**src/rtl/erfi_pkg.sv**
```systemverilog
// erfi_pkg: shared types, constants and helper functions for the binary32 erfinv pipeline
// no dependencies; used by every module under rtl
package erfi_pkg;

  localparam int FMA_LAT = 3;   // register stages in one fused multiply-add
  localparam int NLEV    = 23;  // chained arithmetic levels

  localparam logic [31:0] F_SIGN       = 32'h8000_0000;
  localparam logic [31:0] F_QBIT       = 32'h0040_0000;
  localparam logic [31:0] F_INF        = 32'h7F80_0000;
  localparam logic [31:0] F_NINF       = 32'hFF80_0000;
  localparam logic [31:0] F_DNAN       = 32'h7FC0_0000;
  localparam logic [31:0] F_ONE        = 32'h3F80_0000;
  localparam logic [31:0] F_NEG_ONE    = 32'hBF80_0000;
  localparam logic [31:0] F_NEG_ZERO   = 32'h8000_0000;
  localparam logic [31:0] F_NEG_HALF   = 32'hBF00_0000;
  localparam logic [31:0] F_TWO_THIRDS = 32'h3F2A_AAAB;
  localparam logic [31:0] F_LN2        = 32'h3F31_7218;
  localparam logic [31:0] F_SPLIT      = 32'h40C4_0000;

  // log1p minimax coefficients
  localparam logic [31:0] LOG_R0 = 32'hBE05_7000;
  localparam logic [31:0] LOG_T0 = 32'h3E10_4000;
  localparam logic [31:0] LOG_C1 = 32'hBDF8_CCB4;
  localparam logic [31:0] LOG_C2 = 32'h3E0F_2BA0;
  localparam logic [31:0] LOG_C3 = 32'hBE2A_D9B1;
  localparam logic [31:0] LOG_C4 = 32'h3E4C_EC59;
  localparam logic [31:0] LOG_C5 = 32'hBE7F_FF01;
  localparam logic [31:0] LOG_C6 = 32'h3EAA_AA7D;

  localparam logic [31:0] TAIL_POLY [9] = '{
    32'h2FA6F5A2, 32'h32FBE4D7, 32'h35A3F289, 32'h37EE53EF, 32'h39CE55C9,
    32'h3B46606F, 32'h3B9E5490, 32'hBE877FB3, 32'h3F570B52
  };
  localparam logic [31:0] CORE_POLY [10] = '{
    32'h31BAE000, 32'h3419DA01, 32'h35A4C919, 32'h33F29669, 32'hB86B85E8,
    32'hB91ADF48, 32'h3B17B200, 32'h3C3D0F28, 32'hBE6D9577, 32'h3F62DFC4
  };

  typedef struct packed {
    logic [31:0] a;
    logic [31:0] n;
    logic [31:0] tt;
    logic [31:0] m;
    logic [31:0] s;
    logic [31:0] i;
    logic [31:0] r;
    logic [31:0] t;
    logic [31:0] pc;
    logic [31:0] pt;
    logic [31:0] specv;
    logic        spec;
  } ctx_t;

  typedef struct packed {
    logic [31:0] m;
    logic [31:0] i;
    logic [31:0] specv;
    logic        spec;
  } lp_t;

  typedef struct packed {
    logic [23:0]        sig;
    logic signed [9:0]  exp;
  } split_t;

  function automatic logic f_is_nan(logic [31:0] x);
    return (x[30:23] == 8'hFF) && (x[22:0] != 23'd0);
  endfunction

  function automatic logic f_is_inf(logic [31:0] x);
    return (x[30:23] == 8'hFF) && (x[22:0] == 23'd0);
  endfunction

  function automatic logic f_is_zero(logic [31:0] x);
    return x[30:0] == 31'd0;
  endfunction

  // finite nonzero x = sig * 2^exp, sig in [2^23, 2^24)
  function automatic split_t f_split(logic [31:0] x);
    split_t r;
    int     p;
    int     k;
    p = 0;
    for (int j = 0; j < 23; j++) begin
      if (x[j]) p = j;
    end
    if (x[30:23] == 8'd0) begin
      k = 23 - p;
      r.sig = {1'b0, x[22:0]} << k;
      r.exp = 10'(-149 - k);
    end else begin
      r.sig = {1'b1, x[22:0]};
      r.exp = 10'(int'(x[30:23]) - 150);
    end
    return r;
  endfunction

endpackage

```
**src/rtl/erfi_ctx_dly.sv**
```systemverilog
// erfi_ctx_dly: carries the live operand set and valid bit alongside one arithmetic level
// depends on erfi_pkg
module erfi_ctx_dly (
  input  logic           clk,
  input  logic           rst,
  input  logic           en,
  input  logic           vld_i,
  input  erfi_pkg::ctx_t ctx_i,
  output logic           vld_o,
  output erfi_pkg::ctx_t ctx_o
);

  logic [erfi_pkg::FMA_LAT-1:0] vld;
  erfi_pkg::ctx_t               ctx [erfi_pkg::FMA_LAT];

  always_ff @(posedge clk) begin
    if (rst) begin
      vld <= '0;
    end else if (en) begin
      vld <= {vld[erfi_pkg::FMA_LAT-2:0], vld_i};
    end
  end

  always_ff @(posedge clk) begin
    if (en) begin
      ctx[0] <= ctx_i;
      for (int j = 1; j < erfi_pkg::FMA_LAT; j++) begin
        ctx[j] <= ctx[j-1];
      end
    end
  end

  assign vld_o = vld[erfi_pkg::FMA_LAT-1];
  assign ctx_o = ctx[erfi_pkg::FMA_LAT-1];

endmodule

```
**config.mk**
```make
export PLATFORM = sky130hd
export DESIGN_NAME = erfi_ctx_dly
export DESIGN_NICKNAME = d
export VERILOG_FILES = /design/src/rtl/erfi_pkg.sv /design/src/rtl/erfi_ctx_dly.sv
export SDC_FILE = /design/constraint.sdc
export NUM_CORES = 1
export LEC_CHECK = 0
export BUFFER_PORTS_ARGS = -buffer_cell sky130_fd_sc_hd__clkbuf_2
export CAP_MARGIN = 5
export CORE_MARGIN = 2
export CORE_UTILIZATION = 40
export DETAILED_ROUTE_END_ITERATION = 6
export PLACE_DENSITY = 0.63
export SLEW_MARGIN = 15
export SYNTH_ARGS = -nofsm -noshare
export SYNTH_HDL_FRONTEND = slang
export SYNTH_SLANG_ARGS = --single-unit
```
**constraint.sdc**
```tcl
create_clock -name clk -period 0.8 [get_ports clk]
set_clock_uncertainty 0.1 [all_clocks]
set_input_delay 0.04 -clock clk [delete_from_list [all_inputs] [get_ports clk]]
set_output_delay 0.04 -clock clk [all_outputs]
set_load 0.05 [all_outputs]
```
# After elaboration in Yosys (flattened, before gate mapping)
# Memory sizes are Yosys's and may differ from the RTL's.
# Cells that the tools add are included.
classes:
  muxes: 2
op_table:
  columns: ["operator", "n"]
  rows:
  - ["two-way mux 1 bit", 2]
totals:
  reg_bits: 3
  ram_bits: 1059
  input_bits: 357
  out_inout_bits: 354
  wordCells: 4
  n_memories: 1
memory_table:
  columns: ["name", "words", "word_bits", "read_ports", "rd_ports_with_merged_regs", "wr", "line_no", "source"]
  rows:
  - ["ctx", 3, 353, 3, 0, 3, "erfi_ctx_dly.sv:14", "erfi_pkg::ctx_t ctx [erfi_pkg::FMA_LAT];"]

# Longest topological paths before layout
depth:
  ltp_word: 2
  ltp_mapped: 2

# Worst setup path before layout
# No wires, ideal clock.
synth_timing:
  path_type: "flip-flop to flip-flop"
  start: "register vld[2] (netlist name)"
  end: "register vld[2] (netlist bit)"
  setup_ps: 65
  arrival_time_ps: 817
  required_ps: 635
  path_slack_ps: -182
  stages_incl_launch_ff: 3
  period_less_slack_ps: 982
  path_cell_list: "dfxtp_1 > mux2i_1 > nor2_1"
synth_rtl:
  columns: ["item", "line_no", "source"]
  rows:
  - ["end signal, assigned", "erfi_ctx_dly.sv:20", "vld <= {vld[erfi_pkg::FMA_LAT-2:0], vld_i};"]
  - ["end, declared", "erfi_ctx_dly.sv:13", "logic [erfi_pkg::FMA_LAT-1:0] vld;"]

==> Flow_metrics.wiki <==
{| class="wikitable"
! Metric !! Value
|-
| Outcome || finished, violations left
|-
| Number of antenna violations at the first check in global routing || 9
|-
| Fraction of layout cells with a size suffix above 1 || 39.16%
|-
| Worst slack at placement || -0.4084 ns
|-
| Number of search-and-repair iterations in the first detailed-routing pass || 5
|-
| Cts bufs inserted || 104
|-
| Area taken by flip-flops and latches || 31860 sq um
|-
| Height of the die || 297.9 um
|-
| Bufs on Longest Clock Path || 3
|-
| Clock-pin slew reported for the worst setup and hold paths after clock tree synthesis || 0.07 ns
|-
| Maximum VDD drop || 2.227 mV
|-
| Routed wire length || 74.05 mm
|-
| Setup repair after global routing missed its margin || yes
|-
| Horizontal die dimension || 297.9 um
|-
| Die outline area || 88750 sq um
|-
| Failing checks || hold timing, setup timing
|-
| Insertion delay of the later-clocked pin in the worst-skew pair || 0.66 ns
|-
| Final Net Count || 2660
|-
| Sum of net half-perimeters after detailed placement || 45.02 mm
|-
| Clock root buffer || sky130_fd_sc_hd__clkbuf_16
|-
| Flip-flop and latch count after synthesis || 1062
|-
| Total number of clock tree sinks || 1062
|-
| Wirelength per Cell || 20.91 um
|-
| Global placement routability congestion || 0.8390
|-
| Cells on Worst Hold Path || 2
|-
| Setup slack on the worst flop-to-flop path || -0.03 ns
|-
| Cell type of the slowest stage on the worst timing path || sky130_fd_sc_hd__edfxtp_1
|-
| Hold WC Path Type || input port to flip-flop
|-
| Static leakage || 0.01810 uW
|-
| Synth-to-Final Area Change || 39.35%
|-
| Cell-by-cell trace of the critical path || buf_8
|-
| Number of global-route vias before repair || 16680
|-
| Cell Rows || 107
|-
| Count of pins on the block boundary || 711
|-
| Cts-stage hold buffer count || 355
|-
| Stages on worst setup path || 1
|-
| Worst rel slew slack || 71.03%
|-
| Remaining antenna violation count after routing || 0
|-
| Fill cell count || 6018
|-
| Worst-case hold slack || -0.2010 ns
|-
| Core box area || 85410 sq um
|-
| Number of buffer and inverter stages on the critical path || 1
|-
| Sort of element at the start of the critical path || flip-flop
|-
| Hold endpoint || ctx[0][35]
|-
| Per-instance average area after synthesis || 24.32 sq um
|-
| Highest clock frequency the design can meet || 685.1 MHz
|-
| Number of synthesis warnings || 0
|-
| Max-cap viol count || 0
|-
| Vias per std cell || 4.337
|-
| Sequential area share after synthesis || 92.21%
|-
| Arr. time, crit path || 1.32 ns
|-
| Leading cell types in the layout, fill and taps excluded || sky130_fd_sc_hd__edfxtp_1, sky130_fd_sc_hd__dlygate4sd3_1, sky130_fd_sc_hd__clkbuf_2
|-
| # Post-CTS Setup Buffers || 0
|-
| Worst r2r dst || ctx[0][489]
|-
| Wire length of the first global-routing pass || 105.5 mm
|-
| Endpoints failing hold || 246
|-
| Final worst setup slack || -0.6597 ns
|-
| Worst reg2reg startpoint || ctx[0][136]
|-
| Worst setup path class || flip-flop to output pin
|-
| Synth Net Count || 1778
|-
| Multi-input logic area || 41.29 sq um
|-
| Number of cell instances on the worst register-to-register path || 0
|-
| Clock tree from TritonCTS || done
|-
| Finish-stage setup viols || 355
|-
| Final design utilization || 56.37%
|-
| Netlist area before placement || 34550 sq um
|-
| Most common library cell in the layout ignoring fill and taps || sky130_fd_sc_hd__edfxtp_1
|-
| Placed Cells incl. Taps || 2986
|-
| Total overflow reported by the global router || 0
|-
| Initial core utilization || 40.45%
|-
| Final period demand of the worst path || 1.460 ns
|-
| Data required time of the worst path || 0.66 ns
|-
| Global router's overall resource usage || 16.17%
|-
| Kind of end point of the critical path || output pin
|-
| Count of mapped cells out of synthesis || 1421
|-
| DRC violations left || 0
|-
| Top delay family on crit path || flip-flops
|-
| Post-synth cell types || 5
|-
| Power per cell area || 2642 nW/um^2
|-
| CP Max Fanout || 1
|-
| Worst-margin pin slew || 0.4346 ns
|-
| PortBufs || 710
|-
| Largest incremental delay on the critical path || 0.46 ns
|-
| Ratio of final minimum period to clock period || 182.5%
|-
| Number of non-filler instances in the completed layout || 3541
|-
| Largest net degree at the start of global routing || 41
|-
| Startpoint of the lowest-slack hold path || en
|-
| Final Slew Violations || 0
|-
| Setup TNS || -204.66 ns
|-
| Number of design-rule violations left by the first detailed-router iteration || 955
|-
| Vias after detailed routing || 15360
|-
| Number of levels in the clock H-tree || 3
|}
-- metrics by stage --
| stage | total power, uW | instance area, sq um |
|---|---|---|
| floorplan | 72840 | 34560 |
| global placement | 75530 | 37880 |
| detailed placement | 75800 | 37880 |
| CTS | 127400 | 47870 |
| global route | 131200 | 48150 |
| finish | 127200 | 48150 |
-- timing repair --
item / 4_1_cts / 5_1_grt
gates cloned: 0 / 0
gates resized for setup: 683 / 206
setup endpoints to repair: 355 / 356
endpoints found under the hold margin: 1239 / 809
-- per-layer routing --
layer / vias up / wire, um / part of all wire [%] / global-route usage, %
li1: 6910 / - / - / -
met1: 7677 / 26150 / 35 / 17.85
met2: 598 / 40290 / 54 / 29.31
met3: 174 / 4691 / 6.3 / 4.463
met4: 0 / 2924 / 3.9 / 6.592
met5: - / 0 / 0 / 0
-- cells in the mapped netlist, drive strengths merged --
library cell,n,area share [%]
buf,353,7.7
dfxtp,3,0.17
edfxtp,1059,92
mux2i,3,0.087
nor2,3,0.033
-- flip-flops by register name, indices dropped and copies added (netlist names) --
register,flops
ctx,1059
vld,3
-- kinds of logic (layout without fill, tap and decap cells) --
| group | count (synthesis) | after routing | synth area share [%] |
|---|---|---|---|
| muxes | 3 | 3 | 0.08691 |
| DFF | 1062 | 1062 | 92.21 |
| other | 0 | 7 | 0 |
| buffers and inverters | 353 | 1322 | 7.670 |
| and+or+nand+nor | 3 | 3 | 0.03259 |
-- area by class of cell --
class | instances | share of cell area, %
antenna | 7 | 0.03638
clock buffer | 121 | 5.714
clock inverter | 72 | 1.442
multi-input combinational | 6 | 0.08575
sequential | 1062 | 66.18
tap | 1144 | 2.973
timing repair buffer | 1129 | 23.57
-- where the power goes --
group          leakage (uW)  total (uW)  internal [uW]  switching [uW]
Sequential           0.0104       67300          65800            1550
Combinational       0.00603       11100           4700            6360
Clock               0.00168       48800          28300           20500
Total                0.0181      127000          98800           28400
-- worst max-delay path by stage --
stage / from / to / slack [ns]
6_report: ctx[0][721] / ctx_o[15] / -0.66
5_1_grt: ctx[0][721] / ctx_o[15] / -0.73
4_1_cts: ctx[0][1047] / ctx_o[341] / -0.75
3_5_place_dp: en / ctx[0][27] / -0.41
3_3_place_gp: en / ctx[0][958] / -0.40
2_1_floorplan: vld[2] / vld[2] / 0.04
Note: power is estimated with default switching activity, not from simulation.
