[config.mk]
export PLATFORM = sky130hd
export DESIGN_NAME = erfi_fma
export DESIGN_NICKNAME = d
export VERILOG_FILES = /design/src/rtl/erfi_pkg.sv /design/src/rtl/erfi_fma.sv
export SDC_FILE = /design/constraint.sdc
export NUM_CORES = 2
export LEC_CHECK = 0
export ABC_AREA = 0
export BUFFER_PORTS_ARGS = -buffer_cell sky130_fd_sc_hd__buf_2
export CORE_MARGIN = 2
export CORE_UTILIZATION = 25
export DETAILED_ROUTE_END_ITERATION = 12
export HOLD_SLACK_MARGIN = 0.05
export PLACE_DENSITY_LB_ADDON = 0.3
export SLEW_MARGIN = 30
export SYNTH_ARGS = -nofsm -noshare
export SYNTH_HDL_FRONTEND = slang
export SYNTH_SLANG_ARGS = --single-unit
[constraint.sdc]
create_clock -name clk -period 25.1 [get_ports clk]
set_input_delay 5.02 -clock clk [delete_from_list [all_inputs] [get_ports clk]]
set_output_delay 5.02 -clock clk [all_outputs]
set_load 0.02 [all_outputs]
[src/rtl/erfi_pkg.sv]
// erfi_pkg: shared types, constants and helper functions for the binary32 erfinv pipeline
// no dependencies; used by every module under rtl
package erfi_pkg;

  localparam int FMA_LAT = 3;   // register stages in one fused multiply-add
  localparam int NLEV    = 23;  // chained arithmetic levels

  localparam logic [31:0] F_SIGN       = 32'h8000_0000;
  localparam logic [31:0] F_QBIT       = 32'h0040_0000;
  localparam logic [31:0] F_INF        = 32'h7F80_0000;
  localparam logic [31:0] F_NINF       = 32'hFF80_0000;
  localparam logic [31:0] F_DNAN       = 32'h7FC0_0000;
  localparam logic [31:0] F_ONE        = 32'h3F80_0000;
  localparam logic [31:0] F_NEG_ONE    = 32'hBF80_0000;
  localparam logic [31:0] F_NEG_ZERO   = 32'h8000_0000;
  localparam logic [31:0] F_NEG_HALF   = 32'hBF00_0000;
  localparam logic [31:0] F_TWO_THIRDS = 32'h3F2A_AAAB;
  localparam logic [31:0] F_LN2        = 32'h3F31_7218;
  localparam logic [31:0] F_SPLIT      = 32'h40C4_0000;

  // log1p minimax coefficients
  localparam logic [31:0] LOG_R0 = 32'hBE05_7000;
  localparam logic [31:0] LOG_T0 = 32'h3E10_4000;
  localparam logic [31:0] LOG_C1 = 32'hBDF8_CCB4;
  localparam logic [31:0] LOG_C2 = 32'h3E0F_2BA0;
  localparam logic [31:0] LOG_C3 = 32'hBE2A_D9B1;
  localparam logic [31:0] LOG_C4 = 32'h3E4C_EC59;
  localparam logic [31:0] LOG_C5 = 32'hBE7F_FF01;
  localparam logic [31:0] LOG_C6 = 32'h3EAA_AA7D;

  localparam logic [31:0] TAIL_POLY [9] = '{
    32'h2FA6F5A2, 32'h32FBE4D7, 32'h35A3F289, 32'h37EE53EF, 32'h39CE55C9,
    32'h3B46606F, 32'h3B9E5490, 32'hBE877FB3, 32'h3F570B52
  };
  localparam logic [31:0] CORE_POLY [10] = '{
    32'h31BAE000, 32'h3419DA01, 32'h35A4C919, 32'h33F29669, 32'hB86B85E8,
    32'hB91ADF48, 32'h3B17B200, 32'h3C3D0F28, 32'hBE6D9577, 32'h3F62DFC4
  };

  typedef struct packed {
    logic [31:0] a;
    logic [31:0] n;
    logic [31:0] tt;
    logic [31:0] m;
    logic [31:0] s;
    logic [31:0] i;
    logic [31:0] r;
    logic [31:0] t;
    logic [31:0] pc;
    logic [31:0] pt;
    logic [31:0] specv;
    logic        spec;
  } ctx_t;

  typedef struct packed {
    logic [31:0] m;
    logic [31:0] i;
    logic [31:0] specv;
    logic        spec;
  } lp_t;

  typedef struct packed {
    logic [23:0]        sig;
    logic signed [9:0]  exp;
  } split_t;

  function automatic logic f_is_nan(logic [31:0] x);
    return (x[30:23] == 8'hFF) && (x[22:0] != 23'd0);
  endfunction

  function automatic logic f_is_inf(logic [31:0] x);
    return (x[30:23] == 8'hFF) && (x[22:0] == 23'd0);
  endfunction

  function automatic logic f_is_zero(logic [31:0] x);
    return x[30:0] == 31'd0;
  endfunction

  // finite nonzero x = sig * 2^exp, sig in [2^23, 2^24)
  function automatic split_t f_split(logic [31:0] x);
    split_t r;
    int     p;
    int     k;
    p = 0;
    for (int j = 0; j < 23; j++) begin
      if (x[j]) p = j;
    end
    if (x[30:23] == 8'd0) begin
      k = 23 - p;
      r.sig = {1'b0, x[22:0]} << k;
      r.exp = 10'(-149 - k);
    end else begin
      r.sig = {1'b1, x[22:0]};
      r.exp = 10'(int'(x[30:23]) - 150);
    end
    return r;
  endfunction

endpackage

[src/rtl/erfi_fma.sv]
// erfi_fma: three-stage binary32 fused multiply-add, round to nearest even, subnormals kept
// depends on erfi_pkg
module erfi_fma (
  input  logic        clk,
  input  logic        en,
  input  logic [31:0] a,
  input  logic [31:0] b,
  input  logic [31:0] c,
  output logic [31:0] y
);

  function automatic logic [63:0] shr_sticky(logic [63:0] v, int d);
    logic [63:0] mask;
    if (d <= 0) return v;
    if (d >= 64) return {63'd0, |v};
    mask = (64'd1 << d) - 64'd1;
    return (v >> d) | {63'd0, |(v & mask)};
  endfunction

  function automatic logic [31:0] round_pack(logic sign, logic [63:0] s, int e);
    int          p;
    int          sh;
    int          qe;
    int          be;
    logic [63:0] q;
    logic [63:0] rem;
    logic [63:0] half;
    p = 0;
    for (int j = 0; j < 64; j++) begin
      if (s[j]) p = j;
    end
    sh = p - 23;
    if (-149 - e > sh) sh = -149 - e;
    if (sh <= 0) begin
      q = s << (-sh);
    end else if (sh >= 64) begin
      q = 64'd0;
    end else begin
      rem  = s & ((64'd1 << sh) - 64'd1);
      half = 64'd1 << (sh - 1);
      q    = s >> sh;
      if (rem > half || (rem == half && q[0])) q = q + 64'd1;
    end
    qe = e + sh;
    if (q == 64'd0) return {sign, 31'd0};
    if (q == 64'h100_0000) begin
      q  = q >> 1;
      qe = qe + 1;
    end
    if (q[23]) begin
      be = qe + 150;
      if (be >= 255) return {sign, 8'hFF, 23'd0};
      return {sign, 8'(be), q[22:0]};
    end
    return {sign, 8'd0, q[22:0]};
  endfunction

  // stage 1: special operands, unpack, multiply
  logic               s1_spec;
  logic [31:0]        s1_val;
  logic               s1_sp;
  logic               s1_sc;
  logic [47:0]        s1_prod;
  logic signed [11:0] s1_ex;
  logic [23:0]        s1_mc;
  logic signed [11:0] s1_ey;
  logic               s1_cz;

  logic              sp_c;
  logic              spec_c;
  logic [31:0]       val_c;
  erfi_pkg::split_t  ua;
  erfi_pkg::split_t  ub;
  erfi_pkg::split_t  uc;

  always_comb begin
    sp_c   = a[31] ^ b[31];
    spec_c = 1'b1;
    val_c  = 32'd0;
    ua     = erfi_pkg::f_split(a);
    ub     = erfi_pkg::f_split(b);
    uc     = erfi_pkg::f_split(c);
    if (erfi_pkg::f_is_nan(a)) begin
      val_c = a | erfi_pkg::F_QBIT;
    end else if (erfi_pkg::f_is_nan(b)) begin
      val_c = b | erfi_pkg::F_QBIT;
    end else if (erfi_pkg::f_is_nan(c)) begin
      val_c = c | erfi_pkg::F_QBIT;
    end else if (erfi_pkg::f_is_inf(a) || erfi_pkg::f_is_inf(b)) begin
      if (erfi_pkg::f_is_zero(a) || erfi_pkg::f_is_zero(b)) val_c = erfi_pkg::F_DNAN;
      else if (erfi_pkg::f_is_inf(c) && c[31] != sp_c) val_c = erfi_pkg::F_DNAN;
      else val_c = {sp_c, 8'hFF, 23'd0};
    end else if (erfi_pkg::f_is_inf(c)) begin
      val_c = c;
    end else if (erfi_pkg::f_is_zero(a) || erfi_pkg::f_is_zero(b)) begin
      if (!erfi_pkg::f_is_zero(c)) val_c = c;
      else val_c = (sp_c == c[31]) ? {sp_c, 31'd0} : 32'd0;
    end else begin
      spec_c = 1'b0;
    end
  end

  always_ff @(posedge clk) begin
    if (en) begin
      s1_spec <= spec_c;
      s1_val  <= val_c;
      s1_sp   <= sp_c;
      s1_sc   <= c[31];
      s1_prod <= ua.sig * ub.sig;
      s1_ex   <= 12'(int'(ua.exp) + int'(ub.exp) - 13);
      s1_mc   <= uc.sig;
      s1_ey   <= 12'(int'(uc.exp) - 37);
      s1_cz   <= erfi_pkg::f_is_zero(c);
    end
  end

  // stage 2: align and add
  logic               s2_spec;
  logic [31:0]        s2_val;
  logic               s2_sign;
  logic [63:0]        s2_sum;
  logic signed [11:0] s2_e;

  logic [63:0]        x_c;
  logic [63:0]        y_c;
  logic [63:0]        sum_c;
  logic               sign_c;
  logic signed [11:0] e_c;
  logic               zero_c;

  always_comb begin
    x_c    = {3'd0, s1_prod, 13'd0};
    y_c    = {3'd0, s1_mc, 37'd0};
    e_c    = s1_ex;
    sum_c  = x_c;
    sign_c = s1_sp;
    zero_c = 1'b0;
    if (!s1_cz) begin
      if (s1_ex >= s1_ey) begin
        y_c = shr_sticky(y_c, int'(s1_ex) - int'(s1_ey));
      end else begin
        x_c = shr_sticky(x_c, int'(s1_ey) - int'(s1_ex));
        e_c = s1_ey;
      end
      if (s1_sp == s1_sc) begin
        sum_c = x_c + y_c;
      end else if (x_c == y_c) begin
        zero_c = 1'b1;
      end else if (x_c > y_c) begin
        sum_c = x_c - y_c;
      end else begin
        sum_c  = y_c - x_c;
        sign_c = s1_sc;
      end
    end
  end

  always_ff @(posedge clk) begin
    if (en) begin
      s2_spec <= s1_spec | zero_c;
      s2_val  <= s1_spec ? s1_val : 32'd0;
      s2_sign <= sign_c;
      s2_sum  <= sum_c;
      s2_e    <= e_c;
    end
  end

  // stage 3: normalize and round
  always_ff @(posedge clk) begin
    if (en) begin
      y <= s2_spec ? s2_val : round_pack(s2_sign, s2_sum, int'(s2_e));
    end
  end

endmodule

# Word-level counts from Yosys, hierarchy flattened
# Index checks and enable logic that the tools add are counted.
# word_totals
regBits	273
input_bits	98
output_inout_bits	32
# classes
n_addsub	28
mul	1
order_cmp	11
eq_ne	9
shifts	11
muxes	211
n_bitwise	7
reduce_logical	30
# ops
op	count
$mux 32	144
$mux 64	19
$shl 1x32->64 const A	4
$sub 64x1->64 const B	3
$and 61x64->64	2
$eq 64x64->1	2
$gt 64x64->1	2
$or 64x1->64	2
$reduce_or 64->1	2
$shr 61x32->64	2
$sub 64x64->64	2
$shl 23x32->24	3
$sub 6x32->32 const A	3
$logic_not 31->1	3
$mux 24	3
$logic_not 23->1	3
$reduce_bool 23->1	3
$mux 34	2
$add 64x1->64 const B	1
$add 64x64->64	1
$and 64x64->64	1
$eq 64x25->1 const B	1
$logic_not 64->1	1
$shl 64x32->64	1
41 further kinds	98

# Logic depth before layout (Yosys ltp)
# logic_depth
ltp_word	94
depth_mapped	78
mapped_depth_nobuf	66

# Least setup slack after synthesis
# OpenSTA, ideal clock, no wires.
# synth_path
path_kind	input to register
from	input port b[18]
to	register s1_prod[45] (data pin)
arrival_time_ns	15.744
t_required_ns	24.842
path_slack_ns	9.099
cell_stages	50
cell_sequence	clkbuf_1 -> or4_1 -> or4_1 -> inv_1 -> nand2_1 -> inv_1 -> clkbuf_1 -> ha_1 -> clkbuf_1 -> inv_1 -> and3_1 -> clkbuf_1 -> nand2_1 -> nor2_1 -> a22oi_1 -> clkbuf_1 -> nor2_1 -> fa_1 -> [... 14 more ...] -> o21bai_1 -> a21oi_1 -> nor2b_1 -> o21a_1 -> o21ai_0 -> a2111o_1 -> a31oi_1 -> a41oi_1 -> a211o_1 -> o21ai_0 -> or4_1 -> a31o_2 -> a21o_1 -> nand2_1 -> a21oi_1 -> a41oi_1 -> nor2b_1 -> xnor2_1
# synth_between
elab_chain_cells	9
# synth_rtl
element	line_no	rtl
start: declaration	erfi_fma.sv:7	input logic [31:0] b,
$mux 32 (5 in a row)	erfi_pkg.sv:86	if (x[j]) p = j;
$sub 6x32->32	erfi_pkg.sv:89	k = 23 - p;
$shl 23x32->24	erfi_pkg.sv:90	r.sig = {1'b0, x[22:0]} << k;
$mux 34 (*)	erfi_pkg.sv:88	if (x[30:23] == 8'd0) begin
$mul 24x24->48 (*)	erfi_fma.sv:109	s1_prod <= ua.sig * ub.sig;
end signal: assignment	erfi_fma.sv:109	
end: declaration	erfi_fma.sv:63	logic [47:0] s1_prod;
# Every way passes the cells marked *; elsewhere a longest branch is shown, timed or not.
# A chain may end at the register's enable or synchronous reset.

# Final worst setup path
# layout_path
from	register s2_sum[23]
to	register y[2] (data pin)
# layout_between
elab_chain_cells	71
# layout_rtl
element	line_no	rtl
start: declaration	erfi_fma.sv:121	logic [63:0] s2_sum;
start signal: assignment	erfi_fma.sv:163	s2_sum <= sum_c;
parallel branches: the longest is 69 deep, another holds $mux 32	-	
$mux 32 (*)	erfi_fma.sv:46	if (q == 64'h100_0000) begin
$mux 32 (*)	erfi_fma.sv:171	y <= s2_spec ? s2_val : round_pack(s2_sign, s2_sum, int'(s2_e));
end signal: assignment	erfi_fma.sv:171	
end: declaration	erfi_fma.sv:9	output logic [31:0] y
# Every way passes the cells marked *. The select of a mux whose other input is x is not followed.

==> flow_summary_export.csv <==
group,metric,value,unit
synth,synth_xor_xnor_area_share,0.0262,
critical_path,cp_max_fo,58,
global_routing,use_met1,0.311,
die,core_area,295000,um2
timing,tightestPinTransition,1.15,ns
finish,drive_above_1_share,0.0820,
synth,synth_top_family_by_area,"compound AO/OA/AOI/OAI gates",
worst_hold_path,hp-class,"flip-flop to flip-flop",
placed_design,placed_cells,13500,
die,dieArea,301000,um2
clocking,cts_hold_repair.buffers,0,
synth,ys_async_sr_fraction,0,
clocking,numCtsBuffers,36,
timing,rsz0062_at_grt,"false",
synth,synth_seq_cells,273,
placed_design,io_buffer_count,129,
global_routing,busiest_layer,"met2",
critical_path,cpMaxStageDelayCell,"nor4_1",
clocking,post_cts_buffers,0,
clocking,path_clk_slew,0.07,ns
detailed_routing,avgViaCountPerCell,5.85,
clocking,cts_resized,0,
synth,synth_top_area_cell,"fa_1",
synth,avgSynthCellArea,7.46,um2
critical_path,worstPathRequired,25.54,ns
critical_path,cpMostUsedCell,"nand2_1",
global_routing,gr-total-overflow,0,
global_routing,grt_util_met3,0.0471,
synth,synth_cells,9938,
clocking,root_buffer,"clkbuf_16",
timing,finalClockSkew,0.0350,ns
clocking,clkLatencyLatePin,0.61,ns
synth,synthSimpleGateAreaFrac,0.224,
synth,synthFlopType,"edfxtp_1",
placed_design,place_area,79000,um2
detailed_routing,drcViolationCount,0,
critical_path,critical-path-top-delay-family,"simple AND/OR/NAND/NOR gates",
global_routing,grt_first_pass_wirelength,534000,um
detailed_routing,first_pass_iters,8,
clocking,cts_tree,"yes",
finish,design_area,80300,um2
timing,post-route-period-util,0.771,
finish,area_delta_synth_final,8.38,%
die,start_util,0.252,
synth,syn_nets,11000,
clocking,h-tree-depth,2,
synth,netlist_area,74100,um2
synth,synthAdderAreaFrac,0.217,
synth,synth.area.mux_share,0.0901,
finish,final_util,0.273,
synth,yosys.area.top_type_share,0.131,
detailed_routing,wl_per_cell,27.1,um
clocking,clockBufferDepth,3,
critical_path,crit_type,"flip-flop to flip-flop",
finish,layout.cells.non_filler,13600,
critical_path,arrival,19.78,ns
synth,yosysSeqAreaShare,0.111,
timing,fmax,0.0517,GHz
die,die_x,549,um
critical_path,critPathLaunchType,"flip-flop",
timing,tns,0,ns
placed_design,gp_congestion,1.04,
die,rows,199,
timing,setup_viol,0,
detailed_routing,ant_nets,0,
critical_path,crit_buf_inv,4,
clocking,cts.sinks,273,
global_routing,grt_use_total,0.235,
die,io_pins,130,
synth,ys.warnings.count,0,
synth,synth_compound_area_frac,0.250,
global_routing,antenna_found_initial,50,
detailed_routing,num_vias,79700,
die,die_h,549,um
finish,fin_nets,10800,
timing,hold_viol_final,0,
global_routing,grt_pass1_vias,75500,
timing,layout_min_cycle_time,19.34,ns
synth,synth_cell_types,131,
synth,synthTopCellsByArea,"fa_1, edfxtp_1, ha_1",
placed_design,place_hpwl,291000,um
synth,synth_edf_count,273,
job,maxCapViolCount,0,
global_routing,met2_usage,0.369,
critical_path,end_kind,"flip-flop",
run_status,status,"finished clean",
timing,finalMaxSlewViolations,0,
detailed_routing,drt_iter0_markers,10300,
timing,max_slew_margin,0.225,
detailed_routing,wl,369000,um
global_routing,grt_max_degree,82,
critical_path,slowest_delay,0.93,ns
==> cells in the final DEF, fill, tap and decap left out, types with 113 or more instances in the layout <==
cell type,n
nand2_1,1303
nor2_1,912
inv_1,835
a21oi_1,717
ha_1,506
o21ai_0,498
fa_1,484
mux2i_1,393
nor3_1,314
edfxtp_1,273
nand3_1,239
buf_4,229
xnor2_1,141
a211oi_1,136
and2_1,135
nand4_1,134
a21o_1,133
buf_2,130
o21bai_1,115
a31oi_1,113
==> Yosys cell counts (81+ instances only) <==
| library cell | n |
|---|---|
| a21oi_1 | 719 |
| o211ai_1 | 97 |
| nand4_1 | 134 |
| mux2i_1 | 393 |
| a22oi_1 | 113 |
| nor4_1 | 94 |
| edfxtp_1 | 273 |
| xnor2_1 | 151 |
| clkbuf_1 | 507 |
| nor3_1 | 323 |
| nand3_1 | 240 |
| mux4_2 | 86 |
| nor2b_1 | 81 |
| o21ai_0 | 509 |
| a31oi_1 | 113 |
| o22ai_1 | 105 |
| a21o_1 | 133 |
| fa_1 | 486 |
| nand2_1 | 1303 |
| inv_1 | 836 |
| o21bai_1 | 115 |
| ha_1 | 508 |
| and2_1 | 135 |
| nor2_1 | 925 |
| a211oi_1 | 142 |
==> sequential cells by signal, summed over array words and instances, names as in the netlist, 11 cells and up <==
name	count
s1_mc	24
s2_sum	64
s1_val	32
s1_prod	48
s1_ey	11
y	32
s1_ex	12
s2_val	32
s2_e	12
==> through the flow <==
step                setup WS [ns]  hold slack [ns]
floorplan                    9.10            0.503
global route                 4.79            0.533
CTS                          6.19            0.518
detailed placement           6.32            0.511
global placement             5.98            0.506
finish                       5.76            0.517
==> worst register-to-register path, delay by kind of cell (launching register included) <==
kind,cells,cell delay [ns]
buffers and inverters,4,1.32
adder cells (fa/ha/maj),4,1.28
multiplexers,1,0.16
XOR/XNOR,2,0.21
AND/OR/NAND/NOR,29,10.81
flip-flops,1,0.65
AO/OA/AOI/OAI,17,4.73
==> cells by family (layout without fill, tap and decap cells) <==
family	Yosys count	count (layout)
flops	273	273
fa+ha+maj	996	996
compound gates	2774	2774
mux	550	550
simple gates	3593	3593
buf+inv	1531	1279
other cells	0	22
xor+xnor	221	221
==> per-layer routing <==
layer  vias up  wire [um]
met5         -        240
met4        34      20200
met3       967      36200
met2      4452     163000
met1     39200     150000
li1      35100          -
==> worst paths after layout <==
kind | slack (ns) | cells after the start | from | end
max | 5.76 | 57 | s2_sum[23] | y[2]
min | 0.52 | 1 | s1_val[31] | s2_val[31]
max reg2reg | 5.76 | 57 | s2_sum[23] | y[2]
min reg2reg | 0.52 | 1 | s1_val[31] | s2_val[31]
==> area by class of cell <==
type                    instances  area [um2]
clock inverters                27         319
well taps                    3919        4900
diodes                         22        55.1
multi-input cells            8134       60400
clock buffers                  39         912
inverters                     850        3200
flip-flops and latches        273        8200
repair buffers                363        2410
fillers                     32500      214000
Power is left out: the tool's default activity adds up to more than one toggle a clock period on the data nets, which glitch-free logic cannot reach.
